## src/hw/rtl/hrp_pkg.sv

```systemverilog
// ----------------------------------------------------------------------------
// HTTP request head parser: shared package
// Field caps, character and result codes, parse phases and the structures
// that carry parse state and result items between the parser parts.
// ----------------------------------------------------------------------------
package hrp_pkg;

  // Field caps in bytes.
  localparam int METHOD_MAX  = 16;
  localparam int ROUTE_MAX   = 256;
  localparam int VERSION_MAX = 16;
  localparam int VALUE_MAX   = 128;

  // The field byte counter must be able to hold the largest cap itself.
  localparam int TOKEN_CAP = (METHOD_MAX > VERSION_MAX) ? METHOD_MAX : VERSION_MAX;
  localparam int LINE_CAP  = (ROUTE_MAX > TOKEN_CAP) ? ROUTE_MAX : TOKEN_CAP;
  localparam int CAP_MAX   = (VALUE_MAX > LINE_CAP) ? VALUE_MAX : LINE_CAP;
  localparam int CNT_W     = $clog2(CAP_MAX + 1);

  // Known header names, right-justified in a packed vector.
  localparam int NUM_HDR    = 6;
  localparam int HDR_NAME_W = 128;
  localparam int NAME_POS_W = 5;

  localparam logic [HDR_NAME_W-1:0] HDR_NAME [NUM_HDR] = '{
    "Host", "User-Agent", "Accept", "Accept-Language", "Accept-Encoding", "Connection"
  };
  localparam logic [NAME_POS_W-1:0] HDR_LEN [NUM_HDR] = '{
    5'd4, 5'd10, 5'd6, 5'd15, 5'd15, 5'd10
  };

  // Result queue between the parser and the output stage.
  localparam int QUEUE_DEPTH = 4;
  localparam int QPTR_W      = $clog2(QUEUE_DEPTH);

  // Characters of interest.
  localparam logic [7:0] CH_LF    = 8'd10;
  localparam logic [7:0] CH_CR    = 8'd13;
  localparam logic [7:0] CH_SP    = 8'd32;
  localparam logic [7:0] CH_COLON = 8'd58;

  // Result kinds.
  localparam logic [1:0] KIND_VALUE = 2'd0;
  localparam logic [1:0] KIND_END   = 2'd1;
  localparam logic [1:0] KIND_DONE  = 2'd2;

  // Field tags.
  localparam logic [3:0] TAG_METHOD  = 4'd0;
  localparam logic [3:0] TAG_ROUTE   = 4'd1;
  localparam logic [3:0] TAG_VERSION = 4'd2;
  localparam logic [3:0] TAG_HOST    = 4'd3;

  // Parse phases.
  typedef enum logic [3:0] {
    PH_M_PRE   = 4'd0,
    PH_M_TOK   = 4'd1,
    PH_R_PRE   = 4'd2,
    PH_R_TOK   = 4'd3,
    PH_V_PRE   = 4'd4,
    PH_V_TOK   = 4'd5,
    PH_RL_REST = 4'd6,
    PH_H_NAME  = 4'd7,
    PH_H_VPRE  = 4'd8,
    PH_H_VAL   = 4'd9,
    PH_H_SKIP  = 4'd10,
    PH_DONE    = 4'd11
  } phase_t;

  typedef struct packed {
    phase_t                phase;
    logic [CNT_W-1:0]      field_count;
    logic [NUM_HDR-1:0]    name_match;
    logic [NAME_POS_W-1:0] name_pos;
    logic [3:0]            header_sel;
    logic                  cr_pending;
    logic [1:0]            tokens_seen;
    logic                  dropped;
  } parse_state_t;

  // One result item, without its end-of-run mark.
  typedef struct packed {
    logic [1:0] kind;
    logic [3:0] tag;
    logic [7:0] value;
    logic       trunc;
    logic       comp;
  } res_t;

  // All results caused by one input byte: count (one or two) and the items.
  typedef struct packed {
    logic [1:0] n;
    res_t       r0;
    res_t       r1;
  } run_t;

endpackage

```

## src/hw/rtl/hrp_ifs.sv

```systemverilog
// ----------------------------------------------------------------------------
// HTTP request head parser: channel interfaces
// Valid/ready channels for request bytes and for parse results.
// ----------------------------------------------------------------------------
interface hrp_in_if;
  logic       valid;
  logic       ready;
  logic [7:0] data_byte;
  logic       new_request;

  modport source(output valid, data_byte, new_request, input ready);
  modport sink(input valid, data_byte, new_request, output ready);
endinterface

interface hrp_out_if;
  logic       valid;
  logic       ready;
  logic [1:0] kind;
  logic [3:0] field_tag;
  logic [7:0] value_byte;
  logic       was_truncated;
  logic       line_complete;
  logic       last_of_run;

  modport source(output valid, kind, field_tag, value_byte, was_truncated, line_complete,
                 last_of_run, input ready);
  modport sink(input valid, kind, field_tag, value_byte, was_truncated, line_complete,
               last_of_run, output ready);
endinterface

```

## src/hw/rtl/hrp_front.sv

```systemverilog
// ----------------------------------------------------------------------------
// HTTP request head parser: front end
// Takes one request byte per cycle while the result queue has room, advances
// the parse state and pushes the byte's results into the queue as one run.
// ----------------------------------------------------------------------------
module hrp_front (
  input  logic          clk,
  input  logic          rst_n,
  input  logic          in_valid,
  output logic          in_ready,
  input  logic [7:0]    in_data_byte,
  input  logic          in_new_request,
  input  logic          q_full,
  output logic          q_push,
  output hrp_pkg::run_t q_run
);
  import hrp_pkg::*;

  typedef struct packed {
    parse_state_t st;
    logic [1:0]   n;
    res_t         r0;
    res_t         r1;
  } ctx_t;

  parse_state_t state_r;
  parse_state_t state_nxt;
  ctx_t         step;
  logic         accept;

  function automatic parse_state_t reset_state();
    parse_state_t s;
    s.phase       = PH_M_PRE;
    s.field_count = '0;
    s.name_match  = '1;
    s.name_pos    = '0;
    s.header_sel  = '0;
    s.cr_pending  = 1'b0;
    s.tokens_seen = 2'd0;
    s.dropped     = 1'b0;
    return s;
  endfunction

  function automatic logic [CNT_W-1:0] cap_of(logic [3:0] tag);
    case (tag)
      TAG_METHOD:  return CNT_W'(METHOD_MAX);
      TAG_ROUTE:   return CNT_W'(ROUTE_MAX);
      TAG_VERSION: return CNT_W'(VERSION_MAX);
      default:     return CNT_W'(VALUE_MAX);
    endcase
  endfunction

  // Append a result to the run; a run holds at most two.
  function automatic ctx_t emit(ctx_t x, logic [1:0] kind, logic [3:0] tag,
                                logic [7:0] v, logic tr, logic cp);
    res_t r;
    r.kind  = kind;
    r.tag   = tag;
    r.value = v;
    r.trunc = tr;
    r.comp  = cp;
    if (x.n == 2'd0) begin
      x.r0 = r;
      x.n  = 2'd1;
    end else if (x.n == 2'd1) begin
      x.r1 = r;
      x.n  = 2'd2;
    end
    return x;
  endfunction

  function automatic ctx_t put_byte(ctx_t x, logic [3:0] tag, logic [7:0] c);
    if (x.st.field_count < cap_of(tag)) begin
      x.st.field_count = x.st.field_count + CNT_W'(1);
      x = emit(x, KIND_VALUE, tag, c, 1'b0, 1'b0);
    end else begin
      x.st.dropped = 1'b1;
    end
    return x;
  endfunction

  function automatic ctx_t field_end(ctx_t x, logic [3:0] tag);
    return emit(x, KIND_END, tag, 8'd0, x.st.dropped, 1'b0);
  endfunction

  function automatic ctx_t new_line(ctx_t x);
    x.st.phase       = PH_H_NAME;
    x.st.name_pos    = '0;
    x.st.name_match  = '1;
    x.st.header_sel  = '0;
    x.st.cr_pending  = 1'b0;
    x.st.field_count = '0;
    x.st.dropped     = 1'b0;
    return x;
  endfunction

  // End of a header line: an empty line closes the head.
  function automatic ctx_t close_line(ctx_t x);
    if (x.st.phase == PH_H_NAME && x.st.name_pos == '0) begin
      x = emit(x, KIND_DONE, TAG_METHOD, 8'd0, 1'b0, x.st.tokens_seen == 2'd3);
      x.st.phase      = PH_DONE;
      x.st.cr_pending = 1'b0;
    end else begin
      if (x.st.phase == PH_H_VPRE || x.st.phase == PH_H_VAL) begin
        x = field_end(x, x.st.header_sel);
      end
      x = new_line(x);
    end
    return x;
  endfunction

  // One ordinary byte of a header line.
  function automatic ctx_t hdr_byte(ctx_t x, logic [7:0] c);
    logic [3:0] sh;
    logic [3:0] sel;
    sh  = '0;
    sel = '0;
    case (x.st.phase)
      PH_H_NAME: begin
        if (c == CH_COLON) begin
          for (int k = 0; k < NUM_HDR; k++) begin
            if (x.st.name_match[k] && HDR_LEN[k] == x.st.name_pos) begin
              sel = 4'(k + 3);
            end
          end
          x.st.header_sel = sel;
          if (sel != '0) begin
            x.st.field_count = '0;
            x.st.dropped     = 1'b0;
            x.st.phase       = PH_H_VPRE;
          end else begin
            x.st.phase = PH_H_SKIP;
          end
        end else begin
          for (int k = 0; k < NUM_HDR; k++) begin
            sh = 4'(HDR_LEN[k] - 5'd1 - x.st.name_pos);
            if (x.st.name_pos >= HDR_LEN[k] || HDR_NAME[k][{sh, 3'b000} +: 8] != c) begin
              x.st.name_match[k] = 1'b0;
            end
          end
          if (x.st.name_pos != '1) begin
            x.st.name_pos = x.st.name_pos + NAME_POS_W'(1);
          end
        end
      end
      PH_H_VPRE: begin
        if (c != CH_SP) begin
          x.st.phase = PH_H_VAL;
          x = put_byte(x, x.st.header_sel, c);
        end
      end
      PH_H_VAL: begin
        x = put_byte(x, x.st.header_sel, c);
      end
      default: begin
      end
    endcase
    return x;
  endfunction

  // One byte of the request line.
  function automatic ctx_t rl_byte(ctx_t x, logic [7:0] c);
    logic [3:0] p;
    logic [3:0] tag;
    p   = x.st.phase;
    tag = {1'b0, p[3:1]};
    case (x.st.phase)
      PH_M_PRE, PH_R_PRE, PH_V_PRE: begin
        if (c == CH_SP || (x.st.phase == PH_M_PRE && (c == CH_CR || c == CH_LF))) begin
          x = x;
        end else if (c == CH_CR) begin
          x.st.phase = PH_RL_REST;
        end else if (c == CH_LF) begin
          x = new_line(x);
        end else begin
          x.st.tokens_seen = 2'(tag + 4'd1);
          x.st.field_count = '0;
          x.st.dropped     = 1'b0;
          x.st.phase       = phase_t'(p + 4'd1);
          x = put_byte(x, tag, c);
        end
      end
      PH_M_TOK, PH_R_TOK, PH_V_TOK: begin
        if (c == CH_CR) begin
          x = field_end(x, tag);
          x.st.phase = PH_RL_REST;
        end else if (c == CH_LF) begin
          x = field_end(x, tag);
          x = new_line(x);
        end else if (c == CH_SP && x.st.phase != PH_V_TOK) begin
          x = field_end(x, tag);
          x.st.phase = phase_t'(p + 4'd1);
        end else begin
          x = put_byte(x, tag, c);
        end
      end
      default: begin
        if (c == CH_LF) begin
          x = new_line(x);
        end
      end
    endcase
    return x;
  endfunction

  // Work out the effect of the offered byte.
  always_comb begin
    logic consumed;
    consumed = 1'b0;
    step.n   = 2'd0;
    step.r0  = '0;
    step.r1  = '0;
    step.st  = in_new_request ? reset_state() : state_r;
    if (step.st.phase <= PH_RL_REST) begin
      step = rl_byte(step, in_data_byte);
    end else if (step.st.phase <= PH_H_SKIP) begin
      // A held CR either closes the line or turns out to be a line byte.
      if (step.st.cr_pending) begin
        step.st.cr_pending = 1'b0;
        if (in_data_byte == CH_LF) begin
          step     = close_line(step);
          consumed = 1'b1;
        end else begin
          step = hdr_byte(step, CH_CR);
        end
      end
      if (!consumed) begin
        if (in_data_byte == CH_CR) begin
          step.st.cr_pending = 1'b1;
        end else if (in_data_byte == CH_LF) begin
          step = close_line(step);
        end else begin
          step = hdr_byte(step, in_data_byte);
        end
      end
    end
  end

  // Next state: the parse advances only on an accepted transaction.
  assign accept = in_valid && !q_full;

  always_comb begin
    state_nxt = state_r;
    if (accept) begin
      state_nxt = step.st;
    end
  end

  // Outputs towards the queue.
  always_comb begin
    in_ready = !q_full;
    q_push   = accept && (step.n != 2'd0);
    q_run.n  = step.n;
    q_run.r0 = step.r0;
    q_run.r1 = step.r1;
  end

  always_ff @(posedge clk) begin
    if (!rst_n) begin
      state_r <= reset_state();
    end else begin
      state_r <= state_nxt;
    end
  end

endmodule

```

## src/hw/rtl/hrp_queue.sv

```systemverilog
// ----------------------------------------------------------------------------
// HTTP request head parser: result queue
// A short queue of result runs between the parser and the output stage.
// ----------------------------------------------------------------------------
module hrp_queue (
  input  logic          clk,
  input  logic          rst_n,
  input  logic          push,
  input  hrp_pkg::run_t push_run,
  output logic          full,
  input  logic          pop,
  output hrp_pkg::run_t head_run,
  output logic          nonempty
);
  import hrp_pkg::*;

  run_t              mem_r [QUEUE_DEPTH];
  logic [QPTR_W-1:0] wr_ptr_r;
  logic [QPTR_W-1:0] wr_ptr_nxt;
  logic [QPTR_W-1:0] rd_ptr_r;
  logic [QPTR_W-1:0] rd_ptr_nxt;
  logic [QPTR_W:0]   count_r;
  logic [QPTR_W:0]   count_nxt;

  // Status.
  assign full     = (count_r == (QPTR_W + 1)'(QUEUE_DEPTH));
  assign nonempty = (count_r != '0);
  assign head_run = mem_r[rd_ptr_r];

  // Pointer and fill updates, wrapping at the queue depth.
  always_comb begin
    wr_ptr_nxt = wr_ptr_r;
    rd_ptr_nxt = rd_ptr_r;
    count_nxt  = count_r;
    if (push) begin
      wr_ptr_nxt = (wr_ptr_r == QPTR_W'(QUEUE_DEPTH - 1)) ? '0 : wr_ptr_r + QPTR_W'(1);
    end
    if (pop) begin
      rd_ptr_nxt = (rd_ptr_r == QPTR_W'(QUEUE_DEPTH - 1)) ? '0 : rd_ptr_r + QPTR_W'(1);
    end
    if (push && !pop) begin
      count_nxt = count_r + (QPTR_W + 1)'(1);
    end else if (pop && !push) begin
      count_nxt = count_r - (QPTR_W + 1)'(1);
    end
  end

  always_ff @(posedge clk) begin
    if (!rst_n) begin
      wr_ptr_r <= '0;
      rd_ptr_r <= '0;
      count_r  <= '0;
    end else begin
      wr_ptr_r <= wr_ptr_nxt;
      rd_ptr_r <= rd_ptr_nxt;
      count_r  <= count_nxt;
    end
  end

  // Storage needs no reset.
  always_ff @(posedge clk) begin
    if (push) begin
      mem_r[wr_ptr_r] <= push_run;
    end
  end

  // The parser must never push into a full queue.
  a_no_overflow: assert property (@(posedge clk) disable iff (!rst_n)
    push |-> !full)
    else $error("result queue overflow");

  // The output stage must never pop an empty queue.
  a_no_underflow: assert property (@(posedge clk) disable iff (!rst_n)
    pop |-> nonempty)
    else $error("result queue underflow");

  // Only runs that carry at least one result enter the queue.
  a_run_nonempty: assert property (@(posedge clk) disable iff (!rst_n)
    push |-> (push_run.n == 2'd1 || push_run.n == 2'd2))
    else $error("empty run pushed");

  // A lone push raises the fill by exactly one.
  a_fill_step: assert property (@(posedge clk) disable iff (!rst_n)
    (push && !pop) |=> (count_r == $past(count_r) + (QPTR_W + 1)'(1)))
    else $error("queue fill count out of step");

endmodule

```

## src/hw/rtl/hrp_back.sv

```systemverilog
// ----------------------------------------------------------------------------
// HTTP request head parser: output stage
// Takes runs from the queue and hands out their results one per transaction,
// marking the last result of each run.
// ----------------------------------------------------------------------------
module hrp_back (
  input  logic          clk,
  input  logic          rst_n,
  input  hrp_pkg::run_t head_run,
  input  logic          q_nonempty,
  output logic          q_pop,
  output logic          out_valid,
  input  logic          out_ready,
  output logic [1:0]    out_kind,
  output logic [3:0]    out_field_tag,
  output logic [7:0]    out_value_byte,
  output logic          out_was_truncated,
  output logic          out_line_complete,
  output logic          out_last_of_run
);
  import hrp_pkg::*;

  run_t cur_r;
  run_t cur_nxt;
  logic valid_r;
  logic valid_nxt;
  logic sel_r;
  logic sel_nxt;
  logic last;
  logic advance;
  res_t res;

  // Current result and whether it closes its run.
  assign last    = sel_r || (cur_r.n == 2'd1);
  assign advance = valid_r && out_ready;
  assign q_pop   = q_nonempty && (!valid_r || (advance && last));
  assign res     = sel_r ? cur_r.r1 : cur_r.r0;

  always_comb begin
    cur_nxt   = cur_r;
    valid_nxt = valid_r;
    sel_nxt   = sel_r;
    if (q_pop) begin
      cur_nxt   = head_run;
      valid_nxt = 1'b1;
      sel_nxt   = 1'b0;
    end else if (advance) begin
      if (last) begin
        valid_nxt = 1'b0;
      end else begin
        sel_nxt = 1'b1;
      end
    end
  end

  always_ff @(posedge clk) begin
    if (!rst_n) begin
      valid_r <= 1'b0;
      sel_r   <= 1'b0;
    end else begin
      valid_r <= valid_nxt;
      sel_r   <= sel_nxt;
    end
  end

  always_ff @(posedge clk) begin
    cur_r <= cur_nxt;
  end

  // Result channel.
  assign out_valid         = valid_r;
  assign out_kind          = res.kind;
  assign out_field_tag     = res.tag;
  assign out_value_byte    = res.value;
  assign out_was_truncated = res.trunc;
  assign out_line_complete = res.comp;
  assign out_last_of_run   = last;

endmodule

```

## src/hw/rtl/http_request_head_parser.sv

```systemverilog
// ----------------------------------------------------------------------------
// HTTP request head parser
// Splits a request byte stream into request-line tokens and known header
// values, streaming tagged value bytes, field ends and a head-complete item.
// ----------------------------------------------------------------------------
//  Channel   Direction  Transaction
//  in_chan   sink       one request byte and its new-request mark
//  out_chan  source     one result item, last_of_run on the final item of a byte
//
//  A byte is taken every cycle while the result queue has room; its results
//  are written into the queue, then loaded into the output register.
//  The output side hands out one result per cycle while the sink is ready,
//  so bytes causing two results cost two transactions; the queue absorbs
//  short bursts of them. Reset is synchronous and active low.
//  The input stalls only when the queue is full; output stalls back up into
//  the queue and never discard a result.
// ----------------------------------------------------------------------------
module http_request_head_parser (
  input logic       clk,
  input logic       rst_n,
  hrp_in_if.sink    in_chan,
  hrp_out_if.source out_chan
);
  import hrp_pkg::*;

  logic q_full;
  logic q_push;
  run_t q_run;
  logic q_pop;
  run_t head_run;
  logic q_nonempty;

  // Parser front end.
  hrp_front u_front (
    .clk            (clk),
    .rst_n          (rst_n),
    .in_valid       (in_chan.valid),
    .in_ready       (in_chan.ready),
    .in_data_byte   (in_chan.data_byte),
    .in_new_request (in_chan.new_request),
    .q_full         (q_full),
    .q_push         (q_push),
    .q_run          (q_run)
  );

  // Queue of result runs.
  hrp_queue u_queue (
    .clk      (clk),
    .rst_n    (rst_n),
    .push     (q_push),
    .push_run (q_run),
    .full     (q_full),
    .pop      (q_pop),
    .head_run (head_run),
    .nonempty (q_nonempty)
  );

  // Output stage.
  hrp_back u_back (
    .clk               (clk),
    .rst_n             (rst_n),
    .head_run          (head_run),
    .q_nonempty        (q_nonempty),
    .q_pop             (q_pop),
    .out_valid         (out_chan.valid),
    .out_ready         (out_chan.ready),
    .out_kind          (out_chan.kind),
    .out_field_tag     (out_chan.field_tag),
    .out_value_byte    (out_chan.value_byte),
    .out_was_truncated (out_chan.was_truncated),
    .out_line_complete (out_chan.line_complete),
    .out_last_of_run   (out_chan.last_of_run)
  );

endmodule
```

## src/flat_wrapper.sv

```systemverilog
// flat-port wrapper written by rule: the top's interface ports become plain ports
module http_request_head_parser_flat import hrp_pkg::*;
  (clk, rst_n, in_chan_valid, in_chan_data_byte, in_chan_new_request, in_chan_ready, out_chan_valid, out_chan_kind, out_chan_field_tag, out_chan_value_byte, out_chan_was_truncated, out_chan_line_complete, out_chan_last_of_run, out_chan_ready);
  hrp_in_if in_chan_i ();
  hrp_out_if out_chan_i ();
  input logic clk;
  input logic rst_n;
  input wire logic [$bits(in_chan_i.valid)-1:0] in_chan_valid;
  input wire logic [$bits(in_chan_i.data_byte)-1:0] in_chan_data_byte;
  input wire logic [$bits(in_chan_i.new_request)-1:0] in_chan_new_request;
  output wire logic [$bits(in_chan_i.ready)-1:0] in_chan_ready;
  output wire logic [$bits(out_chan_i.valid)-1:0] out_chan_valid;
  output wire logic [$bits(out_chan_i.kind)-1:0] out_chan_kind;
  output wire logic [$bits(out_chan_i.field_tag)-1:0] out_chan_field_tag;
  output wire logic [$bits(out_chan_i.value_byte)-1:0] out_chan_value_byte;
  output wire logic [$bits(out_chan_i.was_truncated)-1:0] out_chan_was_truncated;
  output wire logic [$bits(out_chan_i.line_complete)-1:0] out_chan_line_complete;
  output wire logic [$bits(out_chan_i.last_of_run)-1:0] out_chan_last_of_run;
  input wire logic [$bits(out_chan_i.ready)-1:0] out_chan_ready;
  assign in_chan_i.valid = in_chan_valid;
  assign in_chan_i.data_byte = in_chan_data_byte;
  assign in_chan_i.new_request = in_chan_new_request;
  assign in_chan_ready = in_chan_i.ready;
  assign out_chan_valid = out_chan_i.valid;
  assign out_chan_kind = out_chan_i.kind;
  assign out_chan_field_tag = out_chan_i.field_tag;
  assign out_chan_value_byte = out_chan_i.value_byte;
  assign out_chan_was_truncated = out_chan_i.was_truncated;
  assign out_chan_line_complete = out_chan_i.line_complete;
  assign out_chan_last_of_run = out_chan_i.last_of_run;
  assign out_chan_i.ready = out_chan_ready;
  http_request_head_parser u_core (.clk(clk), .rst_n(rst_n), .in_chan(in_chan_i), .out_chan(out_chan_i));
endmodule
```

## config.mk

```make
export PLATFORM = sky130hd
export DESIGN_NAME = http_request_head_parser_flat
export DESIGN_NICKNAME = d
export VERILOG_FILES = /design/src/hw/rtl/hrp_pkg.sv /design/src/hw/rtl/hrp_ifs.sv /design/src/hw/rtl/hrp_front.sv /design/src/hw/rtl/hrp_queue.sv /design/src/hw/rtl/hrp_back.sv /design/src/hw/rtl/http_request_head_parser.sv /design/src/flat_wrapper.sv
export SDC_FILE = /design/constraint.sdc
export NUM_CORES = 1
export LEC_CHECK = 0
export ABC_CLOCK_PERIOD_IN_PS = 11800
export BUFFER_PORTS_ARGS = -buffer_cell sky130_fd_sc_hd__buf_2
export CAP_MARGIN = 5
export CORE_AREA = 2 2 180 199
export CTS_CLUSTER_DIAMETER = 40
export DETAILED_ROUTE_END_ITERATION = 8
export DIE_AREA = 0 0 182 201
export PLACE_DENSITY = 0.63
export SYNTH_ARGS = -nofsm -noshare
export SYNTH_HDL_FRONTEND = slang
export SYNTH_SLANG_ARGS = --single-unit
```

## constraint.sdc

```tcl
create_clock -name clk -period 11.8 [get_ports clk]
set_input_delay 1.18 -clock clk [delete_from_list [all_inputs] [get_ports clk]]
set_output_delay 1.18 -clock clk [all_outputs]
set_load 0.01 [all_outputs]
```

==> flow_summary.yaml <==
status:
  run_status: "finished clean"
global_route:
  grt_max_degree: 61
  grt_pass1_vias: 10900
  grt_pass1_wl_um: 66100
  track_usage: 0.234
  grt_remaining_overflow: 0
  antenna_found_initial: 0
yosys:
  ys_warn_count: 0
  synth_area_leaders: "edfxtp_1 37%, dfxtp_1 6.0%, mux4_2 5.6%"
  synth.top_cell.area_share: 0.374
  synth.most_common_cell: "edfxtp_1"
  synthCells: 1303
  yosys.area.top_type: "edfxtp_1"
  synth.yosys.seq_area_share: 0.434
  synth_seq_cells: 211
  synth_edf_count: 170
  netlist_area_mm2: 0.0136
  synth_commonest_cells: "170 x edfxtp_1, 94 x nor2_1, 87 x nand2_1"
  synthArstFlopShare: 0
  synth.distinct_cells: 113
  syn_avg_cell_area_um2: 10.5
  synth_flop_cell: "edfxtp_1"
floorplan:
  rows: 72
  die_area_mm2: 0.0366
  fp.coreArea_mm2: 0.0348
  die_width_um: 182
  start_util: 0.392
  pin_count: 32
  dieHeight_um: 201
critical_path:
  crit_type: "in2reg"
  cp-startpoint: "in_chan_new_request"
  crit_chain: "buf_2 -> buf_4 -> nand2b_1 -> inv_1 -> ha_1 -> nand4b_1 -> a2111oi_4 -> mux2i_1 -> nor2_4 -> inv_1 -> ha_1 -> nand2_1 -> o311ai_2 -> o221ai_1 -> o21ai_1 -> o21a_1 -> ha_1 -> inv_1 -> fa_1 -> xor2_1 -> or3_1 -> a21oi_1"
  end_kind: "flip-flop"
  crit_arrival_ps: 7630
  cp.depth: 22
  reg2reg_depth: 21
  start_kind: "input pin"
  r2r-start: "u_core.u_front.state_r[4]"
  r2r_slack_ps: 5290
  r2r_end: "u_core.u_queue.count_r[2]"
  crit_fanout: 60
  critPathSlowestCell: "o311ai_2"
  cp_num_buf_inv: 5
  cp-endpoint: "u_core.u_queue.count_r[2]"
  max_stage_delay_ps: 700
  crit_family: "compound AO/OA/AOI/OAI gates"
  required_ps: 12230
placed_design:
  place.gp.congestion: 0.990
  place_ws_ps: 4230
  dpl.hpwl_um: 29800
  portBuffers: 31
sta:
  setup_viol: 0
  post-route-min-period_ps: 7200
  setup_slack_ps: 4600
  tightestPinTransition_ps: 1050
  slew_viol_final: 0
  fin_setup_tns_ps: 0
  skew_ps: 15.0
  slew-limit-headroom: 0.295
  max_freq_ghz: 0.139
  rsz0062_at_grt: "false"
  hold_viol: 0
  finalCritPeriodShare: 0.610
worst_hold_path:
  hold_path_depth: 2
  hold_path_class: "reg2reg"
cts:
  cts_buffers: 34
  postCtsHoldBufs: 0
  cts_setup_buffers: 0
  clkLatencyLatePin_ps: 510
  cts_num_sinks: 211
  cts_resized: 0
  clock-root-buffer: "clkbuf_16"
  clockBufferDepth: 3
  clkTransAtPathRegs_ps: 50
  cts_tree: "built"
  htreeDepth: 2
power_and_ir_drop:
  vdd_drop_max_v: 0.0000892
  p_int_mw: 1.82
  seqPwrFrac: 0.400
  p_clk_frac: 0.386
  pwr-share-comb: 0.214
  p_leak_nw: 5.24
  powerDensity_mw_per_mm2: 165
  p_switching_mw: 0.706
  p_sw_frac: 0.280
final_layout:
  seqCellArea_mm2: 0.00593
  layout-drive-gt1-share: 0.168
  fin_nets: 1381
  syn2layout_area_growth_pct: 11.8
  multi_input_area_mm2: 0.00718
  nFillCells: 3283
drt:
  ant_nets: 0
  vias: 11000
  firstDrtPassIters: 5
  routedWlPerCell_um: 23.9
  wl_um: 42700
  drt_iter0_drc: 1268
  drc: 0
  viasPerCell: 6.18
flow_run:
  maxCapViolCount: 0
-- cells in the final DEF, fill, tap and decap left out, types with 7 or more instances in the layout --
| master | n |
|---|---|
| edfxtp_1 | 170 |
| nor2_1 | 94 |
| nand2_1 | 87 |
| o21ai_0 | 85 |
| a21oi_1 | 81 |
| ha_1 | 53 |
| inv_1 | 43 |
| nand3_1 | 41 |
| dfxtp_1 | 40 |
| nor3_1 | 37 |
| clkbuf_16 | 35 |
| mux4_2 | 34 |
| buf_2 | 31 |
| nand2b_1 | 26 |
| and2_1 | 25 |
| mux2_2 | 25 |
| a31oi_1 | 23 |
| mux2i_1 | 18 |
| xnor2_1 | 18 |
| o211ai_1 | 17 |
| nor2b_1 | 16 |
| and3_1 | 16 |
| buf_4 | 16 |
| nand4_1 | 15 |
| a211oi_1 | 12 |
| conb_1 | 12 |
| nor4_1 | 11 |
| o22ai_1 | 9 |
| a21o_1 | 9 |
| o21a_1 | 9 |
| a22oi_1 | 8 |
| or2_2 | 7 |
| o21ai_1 | 7 |
| o221ai_1 | 7 |
| o31ai_1 | 7 |
-- metrics by stage --
step	utilization	std cells	area, um^2	power (mW)	hold slack [ps]
after floorplan	-	1314	13700	1.41	428
final	0.439	1785	15200	2.52	454
after CTS	0.438	1784	15200	2.56	453
after global routing	0.438	1784	15200	2.64	496
after global placement	0.406	1722	14100	1.56	437
after detailed placement	0.406	1722	14100	1.57	447
-- worst min-delay path, cell delays in order (launching register included) --
cell     delay (ps)
dfxtp_1         300
nand2_1          50
a21oi_1          50
-- registers in the layout (all words and copies together) (netlist names) --
name	flops
u_core.u_back.sel_r	1
u_core.u_queue.count_r	3
u_core.u_back.out_valid	1
u_core.u_front.state_r	32
u_core.u_queue.mem_r	136
u_core.u_queue.rd_ptr_r	2
u_core.u_back.cur_r	34
u_core.u_queue.wr_ptr_r	2
-- layout make-up --
cell class	count	area share
repair buffers	47	0.0181
inverters	47	0.0117
diodes	1	0.000164
multi-input cells	973	0.471
clock inverters	21	0.0153
clock buffers	41	0.0589
well taps	444	0.0364
flip-flops and latches	211	0.389
-- worst min-delay path by stage --
stage	slack [ps]	end	from
4_1_cts	450	u_core.u_front.state_r[1]	u_core.u_front.state_r[1]
5_1_grt	500	u_core.u_front.state_r[1]	u_core.u_front.state_r[1]
3_3_place_gp	440	u_core.u_front.state_r[1]	u_core.u_front.state_r[1]
2_1_floorplan	430	u_core.u_front.state_r[1]	u_core.u_front.state_r[1]
3_5_place_dp	450	u_core.u_front.state_r[1]	u_core.u_front.state_r[1]
6_report	450	u_core.u_front.state_r[1]	u_core.u_front.state_r[1]
-- logic make-up after synthesis --
group	Yosys count	synth area share
buffers and inverters	130	0.0433
AOI/OAI and AO/OA	371	0.189
other	1	0.000275
xor gates and xnor gates	25	0.0174
and+or+nand+nor	433	0.174
DFF	211	0.434
muxes	78	0.0910
adders and majority gates	54	0.0501
-- metal layers --
| layer | routed length [um] | GRT usage | vias up |
|---|---|---|---|
| li1 | - | - | 5053 |
| met1 | 18100 | 0.320 | 5329 |
| met2 | 19400 | 0.366 | 524 |
| met3 | 3270 | 0.0406 | 118 |
| met4 | 1920 | 0.101 | 0 |
| met5 | 0 | 0 | - |
-- power groups by stage --
stage               Clock (mW)  Sequential, mW  Combinational (mW)
finish                   0.975            1.01               0.538
global route              1.03            1.02               0.588
CTS                      0.998            1.01               0.548
detailed placement           0            1.03               0.546
global placement             0            1.02               0.541
floorplan                    0            1.01               0.407
(Power assumes the default switching activity.)
